[src/sv/mdsc_pkg.sv]
// ----------------------------------------------------------------------------
// mdsc_pkg: shared types and constants of the method descriptor slot counter
// Character codes, parser phases, error and return-kind codes, and the
// item and result records passed between the stages.
// ----------------------------------------------------------------------------
`default_nettype none

package mdsc_pkg;

    // Descriptor characters
    localparam logic [7:0] CH_OPEN   = 8'h28; // '('
    localparam logic [7:0] CH_CLOSE  = 8'h29; // ')'
    localparam logic [7:0] CH_SEMI   = 8'h3B; // ';'
    localparam logic [7:0] CH_BYTE   = 8'h42; // 'B'
    localparam logic [7:0] CH_CHAR   = 8'h43; // 'C'
    localparam logic [7:0] CH_DOUBLE = 8'h44; // 'D'
    localparam logic [7:0] CH_FLOAT  = 8'h46; // 'F'
    localparam logic [7:0] CH_INT    = 8'h49; // 'I'
    localparam logic [7:0] CH_LONG   = 8'h4A; // 'J'
    localparam logic [7:0] CH_CLASS  = 8'h4C; // 'L'
    localparam logic [7:0] CH_SHORT  = 8'h53; // 'S'
    localparam logic [7:0] CH_VOID   = 8'h56; // 'V'
    localparam logic [7:0] CH_BOOL   = 8'h5A; // 'Z'
    localparam logic [7:0] CH_ARRAY  = 8'h5B; // '['

    localparam int unsigned SLOT_W  = 16;
    localparam int unsigned FLAGS_W = 32;

    // Bit positions patched in the flags word
    localparam int unsigned FLAGS_KIND_LSB = 24;

    typedef enum logic [2:0] {
        PH_OPEN  = 3'd0,
        PH_ARGS  = 3'd1,
        PH_CLASS = 3'd2,
        PH_ARRAY = 3'd3,
        PH_RET   = 3'd4,
        PH_TAIL  = 3'd5
    } phase_t;

    typedef enum logic [2:0] {
        ERR_NONE    = 3'd0,
        ERR_START   = 3'd1,
        ERR_NOCLOSE = 3'd2,
        ERR_NORET   = 3'd3,
        ERR_BADRET  = 3'd4,
        ERR_UNTERM  = 3'd5,
        ERR_BADCH   = 3'd6,
        ERR_EXTRA   = 3'd7
    } err_t;

    typedef enum logic [3:0] {
        KIND_BYTE   = 4'd0,
        KIND_BOOL   = 4'd1,
        KIND_CHAR   = 4'd2,
        KIND_SHORT  = 4'd3,
        KIND_INT    = 4'd4,
        KIND_LONG   = 4'd5,
        KIND_FLOAT  = 4'd6,
        KIND_DOUBLE = 4'd7,
        KIND_REF    = 4'd8,
        KIND_VOID   = 4'd9
    } kind_t;

    // One descriptor character with its side fields
    typedef struct packed {
        logic [7:0]         ch;
        logic               no_receiver;
        logic [FLAGS_W-1:0] base_flags;
        logic               last;
    } item_t;

    // One result, field order as on the output tdata (error code lowest)
    typedef struct packed {
        logic [FLAGS_W-1:0] patched_flags;
        kind_t              return_kind;
        logic [SLOT_W-1:0]  slot_count;
        err_t               error_code;
    } result_t;

    // Return-kind code of a valid return character
    function automatic kind_t kind_of(input logic [7:0] c);
        kind_t k;
        begin
            case (c)
                CH_BYTE:   k = KIND_BYTE;
                CH_BOOL:   k = KIND_BOOL;
                CH_CHAR:   k = KIND_CHAR;
                CH_SHORT:  k = KIND_SHORT;
                CH_INT:    k = KIND_INT;
                CH_LONG:   k = KIND_LONG;
                CH_FLOAT:  k = KIND_FLOAT;
                CH_DOUBLE: k = KIND_DOUBLE;
                CH_CLASS:  k = KIND_REF;
                CH_ARRAY:  k = KIND_REF;
                CH_VOID:   k = KIND_VOID;
                default:   k = KIND_BYTE;
            endcase
            return k;
        end
    endfunction

endpackage

`default_nettype wire

[src/sv/method_descriptor_slot_counter.sv]
// ----------------------------------------------------------------------------
// method_descriptor_slot_counter: JVM method descriptor slot counter
// Parses a method descriptor one character per transfer and, on the last
// character, returns error code, slot count, return kind and patched flags.
// ----------------------------------------------------------------------------
//
//  Channel  Dir  Payload (lowest bit first)                       Marks
//  s_axis   in   tdata: ch[7:0], base_flags[39:8]                 tuser: no_receiver
//                                                                 tlast: last char
//  m_axis   out  tdata: error_code[2:0], slot_count[18:3],        one transfer per
//                return_kind[22:19], patched_flags[54:23], pad    descriptor
//
//  One character per cycle sustained while m_axis takes results; the result
//  of the last character passes the input register, then the result
//  register, before it shows on m_axis.
//  Reset clears the parser to await a fresh descriptor; no start-up sweep.
//  A stalled result only holds back the last character of the next descriptor;
//  earlier characters keep flowing into the parser.
// ----------------------------------------------------------------------------
`default_nettype none

module method_descriptor_slot_counter
(
    input  wire logic        clk,
    input  wire logic        rst_n,
    input  wire logic        s_axis_tvalid,
    output logic             s_axis_tready,
    input  wire logic [39:0] s_axis_tdata,  // ch[7:0], base_flags[39:8]
    input  wire logic        s_axis_tuser,  // no_receiver
    input  wire logic        s_axis_tlast,
    output logic             m_axis_tvalid,
    input  wire logic        m_axis_tready,
    output logic [55:0]      m_axis_tdata   // error_code, slot_count, return_kind,
                                            // patched_flags, one zero pad bit
);

    mdsc_pkg::item_t   in_reg;
    logic              in_valid_reg, in_valid_next;
    mdsc_pkg::result_t result;
    mdsc_pkg::result_t out_reg;
    logic              out_valid_reg, out_valid_next;
    logic              advance;

    // Parser step: a last character needs room in the result register
    assign advance = in_valid_reg &&
                     (!in_reg.last || !out_valid_reg || m_axis_tready);

    assign s_axis_tready = !in_valid_reg || advance;

    always_comb
    begin
        in_valid_next = in_valid_reg;
        if (s_axis_tvalid && s_axis_tready)
        begin
            in_valid_next = 1'b1;
        end
        else if (advance)
        begin
            in_valid_next = 1'b0;
        end
    end

    always_comb
    begin
        out_valid_next = out_valid_reg;
        if (advance && in_reg.last)
        begin
            out_valid_next = 1'b1;
        end
        else if (m_axis_tready)
        begin
            out_valid_next = 1'b0;
        end
    end

    // Input register
    always_ff @(posedge clk or negedge rst_n)
    begin
        if (!rst_n)
        begin
            in_valid_reg <= 1'b0;
        end
        else
        begin
            in_valid_reg <= in_valid_next;
        end
    end

    always_ff @(posedge clk)
    begin
        if (s_axis_tvalid && s_axis_tready)
        begin
            in_reg.ch          <= s_axis_tdata[7:0];
            in_reg.base_flags  <= s_axis_tdata[39:8];
            in_reg.no_receiver <= s_axis_tuser;
            in_reg.last        <= s_axis_tlast;
        end
    end

    mdsc_parser u_parser
    (
        .clk    (clk),
        .rst_n  (rst_n),
        .step   (advance),
        .item   (in_reg),
        .result (result)
    );

    // Result register
    always_ff @(posedge clk or negedge rst_n)
    begin
        if (!rst_n)
        begin
            out_valid_reg <= 1'b0;
        end
        else
        begin
            out_valid_reg <= out_valid_next;
        end
    end

    always_ff @(posedge clk)
    begin
        if (advance && in_reg.last)
        begin
            out_reg <= result;
        end
    end

    assign m_axis_tvalid = out_valid_reg;
    assign m_axis_tdata  = {1'b0, out_reg};

endmodule

`default_nettype wire

[src/sv/mdsc_parser.sv]
// ----------------------------------------------------------------------------
// mdsc_parser: descriptor parser state and per-character update
// Holds the parse phase, running slot total, first error and return kind;
// consumes one character per step and forms the result on the last one.
// ----------------------------------------------------------------------------
`default_nettype none

module mdsc_parser
(
    input  wire logic             clk,
    input  wire logic             rst_n,
    input  wire logic             step,
    input  wire mdsc_pkg::item_t  item,
    output mdsc_pkg::result_t     result
);

    mdsc_pkg::phase_t                  phase_reg, phase_next, phase_step;
    logic [mdsc_pkg::SLOT_W-1:0]       slot_reg, slot_next, slot_base, slot_step;
    mdsc_pkg::err_t                    err_reg, err_next, err_step;
    mdsc_pkg::kind_t                   kind_reg, kind_next, kind_step;
    logic                              at_start_reg, at_start_next;
    logic [1:0]                        slot_add;
    logic [mdsc_pkg::SLOT_W:0]         slot_sum;
    mdsc_pkg::err_t                    err_final;

    // Consume one character against the current state
    always_comb
    begin
        phase_step = phase_reg;
        slot_base  = slot_reg;
        err_step   = err_reg;
        kind_step  = kind_reg;
        slot_add   = 2'd0;
        if (at_start_reg)
        begin
            // receiver slot unless static
            slot_base = {{(mdsc_pkg::SLOT_W-1){1'b0}}, ~item.no_receiver};
            if (item.ch == mdsc_pkg::CH_OPEN)
            begin
                phase_step = mdsc_pkg::PH_ARGS;
            end
            else
            begin
                err_step = mdsc_pkg::ERR_START;
            end
        end
        else if (err_reg == mdsc_pkg::ERR_NONE)
        begin
            case (phase_reg)
                mdsc_pkg::PH_ARGS:
                begin
                    if (item.ch inside {mdsc_pkg::CH_BYTE, mdsc_pkg::CH_BOOL,
                                        mdsc_pkg::CH_SHORT, mdsc_pkg::CH_CHAR,
                                        mdsc_pkg::CH_INT, mdsc_pkg::CH_FLOAT})
                    begin
                        slot_add = 2'd1;
                    end
                    else if (item.ch inside {mdsc_pkg::CH_LONG, mdsc_pkg::CH_DOUBLE})
                    begin
                        slot_add = 2'd2;
                    end
                    else if (item.ch == mdsc_pkg::CH_CLASS)
                    begin
                        slot_add   = 2'd1;
                        phase_step = mdsc_pkg::PH_CLASS;
                    end
                    else if (item.ch == mdsc_pkg::CH_ARRAY)
                    begin
                        slot_add   = 2'd1;
                        phase_step = mdsc_pkg::PH_ARRAY;
                    end
                    else if (item.ch == mdsc_pkg::CH_CLOSE)
                    begin
                        phase_step = mdsc_pkg::PH_RET;
                    end
                    else
                    begin
                        err_step = mdsc_pkg::ERR_BADCH;
                    end
                end
                mdsc_pkg::PH_CLASS:
                begin
                    // ')' inside a class name is part of the name
                    if (item.ch == mdsc_pkg::CH_SEMI)
                    begin
                        phase_step = mdsc_pkg::PH_ARGS;
                    end
                end
                mdsc_pkg::PH_ARRAY:
                begin
                    // array prefix already counted; element closes it
                    if (item.ch == mdsc_pkg::CH_ARRAY)
                    begin
                        phase_step = mdsc_pkg::PH_ARRAY;
                    end
                    else if (item.ch == mdsc_pkg::CH_CLASS)
                    begin
                        phase_step = mdsc_pkg::PH_CLASS;
                    end
                    else if (item.ch == mdsc_pkg::CH_CLOSE)
                    begin
                        phase_step = mdsc_pkg::PH_RET;
                    end
                    else
                    begin
                        phase_step = mdsc_pkg::PH_ARGS;
                    end
                end
                mdsc_pkg::PH_RET:
                begin
                    if (item.ch inside {mdsc_pkg::CH_BYTE, mdsc_pkg::CH_BOOL,
                                        mdsc_pkg::CH_CHAR, mdsc_pkg::CH_SHORT,
                                        mdsc_pkg::CH_INT, mdsc_pkg::CH_LONG,
                                        mdsc_pkg::CH_FLOAT, mdsc_pkg::CH_DOUBLE,
                                        mdsc_pkg::CH_CLASS, mdsc_pkg::CH_ARRAY,
                                        mdsc_pkg::CH_VOID})
                    begin
                        kind_step  = mdsc_pkg::kind_of(item.ch);
                        phase_step = mdsc_pkg::PH_TAIL;
                    end
                    else
                    begin
                        err_step = mdsc_pkg::ERR_BADRET;
                    end
                end
                mdsc_pkg::PH_TAIL:
                begin
                    // trailing bytes ignored, but a second close is not
                    if (item.ch == mdsc_pkg::CH_CLOSE)
                    begin
                        err_step = mdsc_pkg::ERR_EXTRA;
                    end
                end
                default:
                begin
                    err_step = mdsc_pkg::ERR_START;
                end
            endcase
        end
    end

    // Saturating slot accumulate
    assign slot_sum  = {1'b0, slot_base} + {{(mdsc_pkg::SLOT_W-1){1'b0}}, slot_add};
    assign slot_step = slot_sum[mdsc_pkg::SLOT_W] ? {mdsc_pkg::SLOT_W{1'b1}}
                                                  : slot_sum[mdsc_pkg::SLOT_W-1:0];

    // Next state: back to the reset state after the last character
    always_comb
    begin
        phase_next    = phase_reg;
        slot_next     = slot_reg;
        err_next      = err_reg;
        kind_next     = kind_reg;
        at_start_next = at_start_reg;
        if (step)
        begin
            if (item.last)
            begin
                phase_next    = mdsc_pkg::PH_OPEN;
                slot_next     = '0;
                err_next      = mdsc_pkg::ERR_NONE;
                kind_next     = mdsc_pkg::KIND_BYTE;
                at_start_next = 1'b1;
            end
            else
            begin
                phase_next    = phase_step;
                slot_next     = slot_step;
                err_next      = err_step;
                kind_next     = kind_step;
                at_start_next = 1'b0;
            end
        end
    end

    // Result of the descriptor ending on this character
    always_comb
    begin
        err_final = err_step;
        if (err_step == mdsc_pkg::ERR_NONE)
        begin
            case (phase_step)
                mdsc_pkg::PH_ARGS:  err_final = mdsc_pkg::ERR_NOCLOSE;
                mdsc_pkg::PH_CLASS: err_final = mdsc_pkg::ERR_NOCLOSE;
                mdsc_pkg::PH_ARRAY: err_final = mdsc_pkg::ERR_NOCLOSE;
                mdsc_pkg::PH_RET:   err_final = mdsc_pkg::ERR_NORET;
                mdsc_pkg::PH_TAIL:  err_final = mdsc_pkg::ERR_NONE;
                default:            err_final = mdsc_pkg::ERR_START;
            endcase
        end
        result.error_code = err_final;
        if (err_final == mdsc_pkg::ERR_NONE)
        begin
            result.slot_count    = slot_step;
            result.return_kind   = kind_step;
            result.patched_flags = {
                item.base_flags[mdsc_pkg::FLAGS_W-1:mdsc_pkg::FLAGS_KIND_LSB+4],
                kind_step,
                item.base_flags[mdsc_pkg::FLAGS_KIND_LSB-1:8],
                slot_step[7:0]
            };
        end
        else
        begin
            result.slot_count    = '0;
            result.return_kind   = mdsc_pkg::KIND_BYTE;
            result.patched_flags = '0;
        end
    end

    // State registers
    always_ff @(posedge clk or negedge rst_n)
    begin
        if (!rst_n)
        begin
            phase_reg    <= mdsc_pkg::PH_OPEN;
            slot_reg     <= '0;
            err_reg      <= mdsc_pkg::ERR_NONE;
            kind_reg     <= mdsc_pkg::KIND_BYTE;
            at_start_reg <= 1'b1;
        end
        else
        begin
            phase_reg    <= phase_next;
            slot_reg     <= slot_next;
            err_reg      <= err_next;
            kind_reg     <= kind_next;
            at_start_reg <= at_start_next;
        end
    end

endmodule

`default_nettype wire

[config.mk]
export PLATFORM = sky130hd
export DESIGN_NAME = method_descriptor_slot_counter
export DESIGN_NICKNAME = d
export VERILOG_FILES = /design/src/sv/mdsc_pkg.sv /design/src/sv/method_descriptor_slot_counter.sv /design/src/sv/mdsc_parser.sv
export SDC_FILE = /design/constraint.sdc
export NUM_CORES = 1
export LEC_CHECK = 0
export BUFFER_PORTS_ARGS = -buffer_cell sky130_fd_sc_hd__buf_2
export CORE_MARGIN = 3
export CORE_UTILIZATION = 45
export DETAILED_ROUTE_END_ITERATION = 7
export PLACE_DENSITY = 0.69
export SYNTH_ARGS = -nofsm -noshare
export SYNTH_HDL_FRONTEND = slang
export SYNTH_HIERARCHICAL = 1
export SYNTH_SLANG_ARGS = --single-unit
[constraint.sdc]
create_clock -name clk -period 6 [get_ports clk]
set_input_delay 0.6 -clock clk [delete_from_list [all_inputs] [get_ports clk]]
set_output_delay 0.6 -clock clk [all_outputs]
set_load 0.03 [all_outputs]
==> summary.txt, run 1 <==
Run status
  – Status: complete, no violations

Critical path
  – Critical Path Sink Type: register
  – Crit path launch type: register
  – R2r worst-path depth: 12
  – WP data required: 6220 ps
  – CP arrival: 5170 ps
  – Crit Path Max Fanout: 13
  – RR Startpoint: u_parser/err_reg[0]
  – Critical path class: register to register
  – Reg-to-reg endpoint: m_axis_tdata[7]
  – FF-to-FF setup slack: 1060 ps

Logic synthesis
  – Synthesized area per cell: 11.7 µm²
  – Post-Syn Instances: 459
  – Mapped Area: 0.00538 mm²
  – YS warnings: 6
  – Synthesized Nets: 508

Drt
  – WL/cell: 16.3 µm
  – M1 WL: 4.88 mm
  – DRC viols: 0
  – Max layer used: met4
  – Initial DRC Count: 253
  – Routed length on met2: 5.66 mm
  – Routed Wire Length: 11.3 mm
  – DR vias: 3855
  – Drt first pass iters: 4
  – Vias per cell: 5.58
  – Met3 WL: 560 µm
  – Final ANT Viol Nets: 0

Power
  – Flop pwr share: 40.7%
  – Leak: 2.51 nW
  – Combinational cell fraction of total power: 7.1%
  – Sw frac: 21.7%
  – Total power: 0.00224 W
  – Peak supply drop: 174 µV
  – Pwr dens: 343 mW/mm²
  – Net Switching: 0.000485 W
  – Internal power: 0.00175 W
  – Clock share of power: 52.2%

Clock network
  – Post-CTS Hold Buffers: 0
  – Clk_lat worst skew: 410 ps
  – Postcts setup bufs: 0
  – CTS H-tree lvls: 4
  – Root Buffer Master: clkbuf_16
  – Max Buffers Root-to-Sink: 2
  – Clock Pin Slew Worst Setup and Hold Paths: 50 ps
  – Inserted Clock Buffers: 17
  – CTS Sinks: 114
  – Post-CTS sizing: 0
  – CTS tree: built

Timing
  – # setup viols final: 0
  – Slew margin rel.: 43.8%
  – Fin crit share: 82.4%
  – RSZ-0062 raised after global routing: false
  – Setup_tns: 0 ps
  – Fmax: 202 MHz
  – Slew @ Worst Pin: 833 ps
  – Slew Viols, Final: 0
  – Final min period: 4940 ps
  – Final Skew: 6.47 ps
  – Final hold vios: 0

Floorplan
  – Core area: 0.0116 mm²
  – # rows: 39
  – Initial core utilization: 46.5%
  – IO Pins: 104
  – Die height: 115 µm
  – Die ar.: 0.0133 mm²
  – Die width: 115 µm

Finish
  – Post-route core utilization: 56.5%
  – Number of flip-flops in the largest register: 55
  – Design Area, Final: 0.00653 mm²
  – Inserted Diodes: 0
  – Synthesis-to-layout area growth: 21.5%
  – Nets@finish: 584
  – Layout cell share with drive strength beyond 1: 25.7%
  – Fill cell count: 962

Hold path
  – Worst min path class: input pin to asynchronous set/reset pin

Placement
  – DP Wirelength: 7.50 mm
  – Final RePlAce weighted congestion: 0.834
  – Post-DP Area: 0.00584 mm²
  – Input/output buffers: 90

Global route
  – Vias in the first global route: 3776
  – First-pass GRT wire length: 18.5 mm
  – GRT overflow: 0
  – Largest net degree at the start of global routing: 33
  – Total Routing Usage GR: 18.0%
  – Initial antenna violation count: 0

Job
  – Max_cap viols: 0
[power by group through the flow]
| stage | Sequential, W | Combinational (W) | Clock (W) |
|---|---|---|---|
| 2_1_floorplan | 0.000950 | 0.0000808 | 0 |
| 3_3_place_gp | 0.000923 | 0.000155 | 0 |
| 3_5_place_dp | 0.000925 | 0.000158 | 0 |
| 4_1_cts | 0.000910 | 0.000159 | 0.00119 |
| 5_1_grt | 0.000915 | 0.000173 | 0.00123 |
| 6_report | 0.000910 | 0.000159 | 0.00117 |
[stage by stage]
step / setup WS (ps) / cells / hold slack (ps)
final: 1060 / 691 / 228
after CTS: 1170 / 691 / 225
after global placement: 1290 / 659 / 468
after global routing: 730 / 691 / 258
after floorplan: 1840 / 459 / 304
after detailed placement: 1180 / 659 / 475
[layout by cell type (no fill, tap or decap), types with 12 or more instances in the layout]
| cell type | instances |
|---|---|
| nor2b_1 | 12 |
| clkbuf_16 | 17 |
| dfrtp_1 | 28 |
| inv_1 | 17 |
| edfxtp_1 | 85 |
| nand3_1 | 19 |
| nand2_1 | 22 |
| and2_1 | 22 |
| a21oi_1 | 28 |
| buf_2 | 90 |
| nor2_1 | 42 |
[worst max-delay path by stage]
stage,cells after the start,end,start
floorplan,14,m_axis_tdata[30],u_parser/at_start_reg
global placement,12,m_axis_tdata[27],u_parser/err_reg[0]
detailed placement,12,m_axis_tdata[27],u_parser/err_reg[0]
CTS,12,m_axis_tdata[7],u_parser/err_reg[0]
global route,12,m_axis_tdata[7],u_parser/err_reg[0]
finish,12,m_axis_tdata[7],u_parser/err_reg[0]
[layer usage]
metal | vias to the layer above | global-route usage, %
li1 | 1835 | -
met1 | 1874 | 22.5
met2 | 132 | 28.7
met3 | 14 | 5.47
met4 | 0 | 8.14
met5 | - | 0
[worst max-delay path, cell delays in order (launching register included)]
cell      delay (ps)
dfrtp_1          420
nor4_2           470
nand2b_1         190
or4_1            460
nor4_1           650
fa_1             430
nand4b_1         230
nor4_1           570
nand3_1          320
nor3_2           470
buf_4            290
a21oi_1           80
a21oi_1          200
[cell type report]
class                           count  area [µm²]  share of cell area, %
Inverter                           18        67.6                   1.03
Tap cell                          143         179                   2.74
Clock inverter                     15         263                   4.02
Timing Repair Buffer               95         488                   7.47
Multi-Input combinational cell    289        1830                   28.0
Sequential cell                   114        3280                   50.2
Clock buffer                       17         425                   6.51
Power figures use the tool's default switching activity.
==> run 2: changes to the inputs <==
- PLACE_DENSITY: 0.69 -> 0.71
- clock period: 6 -> 4.15 ns (I/O delays scaled with it)
==> run 2 against run 1 <==
Effect of this change:
- global-route usage is 0.23 points lower
- clock-buffer cell count is 4 higher
- clock power is 29% higher
- flip-flop and latch count stayed put
- setup slack worse by 740 ps
- largest power group unchanged
- die area stayed put
==> summary.txt, run 2 (synthesized netlist as in run 1, its figures left out) <==
Drt
  – WL/cell: 16.4 µm (+0.62%)
  – DRC viols: 0 (unchanged)
  – Routed Wire Length: 11.5 mm (+1.9%)
  – Initial DRC Count: 271 (+7.1%)
  – Routed length on met2: 5.78 mm (+2.1%)
  – Drt first pass iters: 5 (+1)
  – Final ANT Viol Nets: 0 (unchanged)
  – Vias per cell: 5.53 (-0.90%)
  – DR vias: 3870 (+0.39%)
  – M1 WL: 4.79 mm (-1.8%)
  – Met3 WL: 596 µm (+6.4%)
  – Max layer used: met4

Power
  – Peak supply drop: 228 µV (+31%)
  – Total power: 0.00306 W (+37%)
  – Pwr dens: 468 mW/mm² (+37%)
  – Leak: 2.53 nW (+0.75%)

Timing
  – Hold WS: 54.8 ps (-173 ps)
  – Fin crit share: 92.4% (+10 points)
  – Final min period: 3840 ps (-1110 ps)
  – Final Skew: 5.47 ps (-1.00 ps)
  – Slew margin rel.: 32.5% (-11 points)
  – # setup viols final: 0 (unchanged)
  – Setup_tns: 0 ps (unchanged)
  – RSZ-0062 raised after global routing: false
  – Final hold vios: 0 (unchanged)
  – Slew @ Worst Pin: 1010 ps (+177 ps)
  – Slew Viols, Final: 0 (unchanged)
  – Fmax: 261 MHz (+29%)

Finish
  – Footprint of the multi-input gates: 0.00185 mm² (+1.2%)
  – Register Area: 0.00328 mm² (unchanged)
  – Fill cell count: 963 (+0.10%)
  – Commonest cells after routing, fill and taps aside: buf_2, edfxtp_1, nor2_1
  – Commonest non-fill, non-tap cell in the layout: buf_2
  – Nets@finish: 593 (+1.5%)
  – Layout cell share with drive strength beyond 1: 26.9% (+1.2 points)
  – Inserted Diodes: 0 (unchanged)
  – Number of flip-flops in the largest register: 55 (unchanged)
  – Synthesis-to-layout area growth: 21.9%

Critical path
  – Crit path launch type: register
  – WP data required: 4290 ps (-1930 ps)
  – Slowest CP cell: or4_1
  – Crit-path most repeated cell: or4_1
  – Critical Path Sink Type: register
  – Critical path's largest stage delay: 570 ps (-80 ps)
  – Worst-path cell chain: or3b_4 > or4_1 > nor4_1 > buf_4 > ha_1 > a21oi_1 > nor2b_2 > nand3_1 > or4_1 > nor2_1 > mux2i_1 > nor3_1
  – CP arrival: 3980 ps (-1190 ps)
  – Critical path class: register to register
  – Crit Path Max Fanout: 6 (-7)

Clock network
  – Post-CTS sizing: 0 (unchanged)
  – Clk_lat worst skew: 400 ps (about the same)
  – Post-CTS Hold Buffers: 0 (unchanged)
  – Postcts setup bufs: 0 (unchanged)
  – Inserted Clock Buffers: 17 (unchanged)
  – Clock Pin Slew Worst Setup and Hold Paths: 50 ps (about the same)
  – Root Buffer Master: clkbuf_16
  – CTS H-tree lvls: 4 (unchanged)
  – CTS tree: built
  – CTS Sinks: 114 (unchanged)
  – Max Buffers Root-to-Sink: 2 (unchanged)

Global route
  – GRT overflow: 0 (unchanged)
  – Total Routing Usage GR: 17.7% (-0.23 points)
  – First-pass GRT wire length: 18.3 mm (-0.86%)
  – Vias in the first global route: 3734 (-1.1%)
  – Initial antenna violation count: 0 (unchanged)
  – Largest net degree at the start of global routing: 39 (+18%)

Run status
  – Status: complete, no violations

Placement
  – DP Wirelength: 7.74 mm (+3.1%)
  – Input/output buffers: 90 (unchanged)
  – Final RePlAce weighted congestion: 0.838 (+0.43%)

Floorplan
  – Initial core utilization: 46.5% (unchanged)
  – IO Pins: 104 (unchanged)
  – Core area: 0.0116 mm² (unchanged)
  – Die width: 115 µm (unchanged)
  – # rows: 39 (unchanged)
  – Die height: 115 µm (unchanged)
  – Die ar.: 0.0133 mm² (unchanged)

Hold path
  – Worst min path class: input pin to asynchronous set/reset pin

Job
  – Max_cap viols: 0 (unchanged)
run 2: cell types whose count changed in the layout (fill, tap and decap cells not counted), sizes merged:
| cell | previous run | this run |
|---|---|---|
| buf | 95 | 104 |
| clkbuf | 17 | 21 |
| clkinvlp | 2 | 1 |
| bufinv | 7 | 4 |
run 2: final timing paths:
path | from | end | slack, ps | cells after the start
setup / recovery | in_reg[39] | m_axis_tdata[18] | 310 | 12
hold / removal | rst_n | u_parser/err_reg[1] | 50 | 1
setup reg to reg | in_reg[39] | m_axis_tdata[18] | 310 | 12
hold reg to reg | u_parser/slot_reg[1] | u_parser/slot_reg[1] | 490 | 1
max in group asynchronous | rst_n | u_parser/slot_reg[6] | 3650 | 1
min in group clk | s_axis_tdata[24] | in_reg[17] | 190 | 1
run 2: worst max-delay path: cells and delay by family (launching register included):
| family | cells | cell delay, ps |
|---|---|---|
| AOI/OAI and AO/OA | 1 | 70 |
| adders and majority gates | 1 | 130 |
| buffers and inverters | 1 | 190 |
| DFF | 1 | 460 |
| muxes | 1 | 270 |
| and+or+nand+nor | 8 | 2460 |
run 2: final cells by class:
cell class	instances	share of cell area [%]
sequential	114	50.0
multi-input combinational	289	28.3
timing repair buffer	104	8.48
clock buffer	21	7.03
tap	143	2.73
clock inverter	11	2.44
inverter	18	1.03
run 2: layer usage:
layer	up-vias	global-route usage (%)
li1	1861	-
met1	1847	22.5
met2	129	28.9
met3	33	4.16
met4	0	8.29
met5	-	0
run 2: through the flow:
stage	cell area (µm²)	worst slack, ps	utilization, %	cells
6_report	6550	314	56.7	700
5_1_grt	6550	19.7	56.7	700
4_1_cts	6540	164	56.5	700
3_5_place_dp	5920	169	51.2	668
3_3_place_gp	5920	201	51.2	668
2_1_floorplan	5380	154	-	459
run 2: report_power, final:
| part | internal [W] | switching [W] |
|---|---|---|
| combinational | 0.0000716 | 0.000164 |
| clock | 0.00103 | 0.000483 |
| sequential | 0.00128 | 0.0000319 |
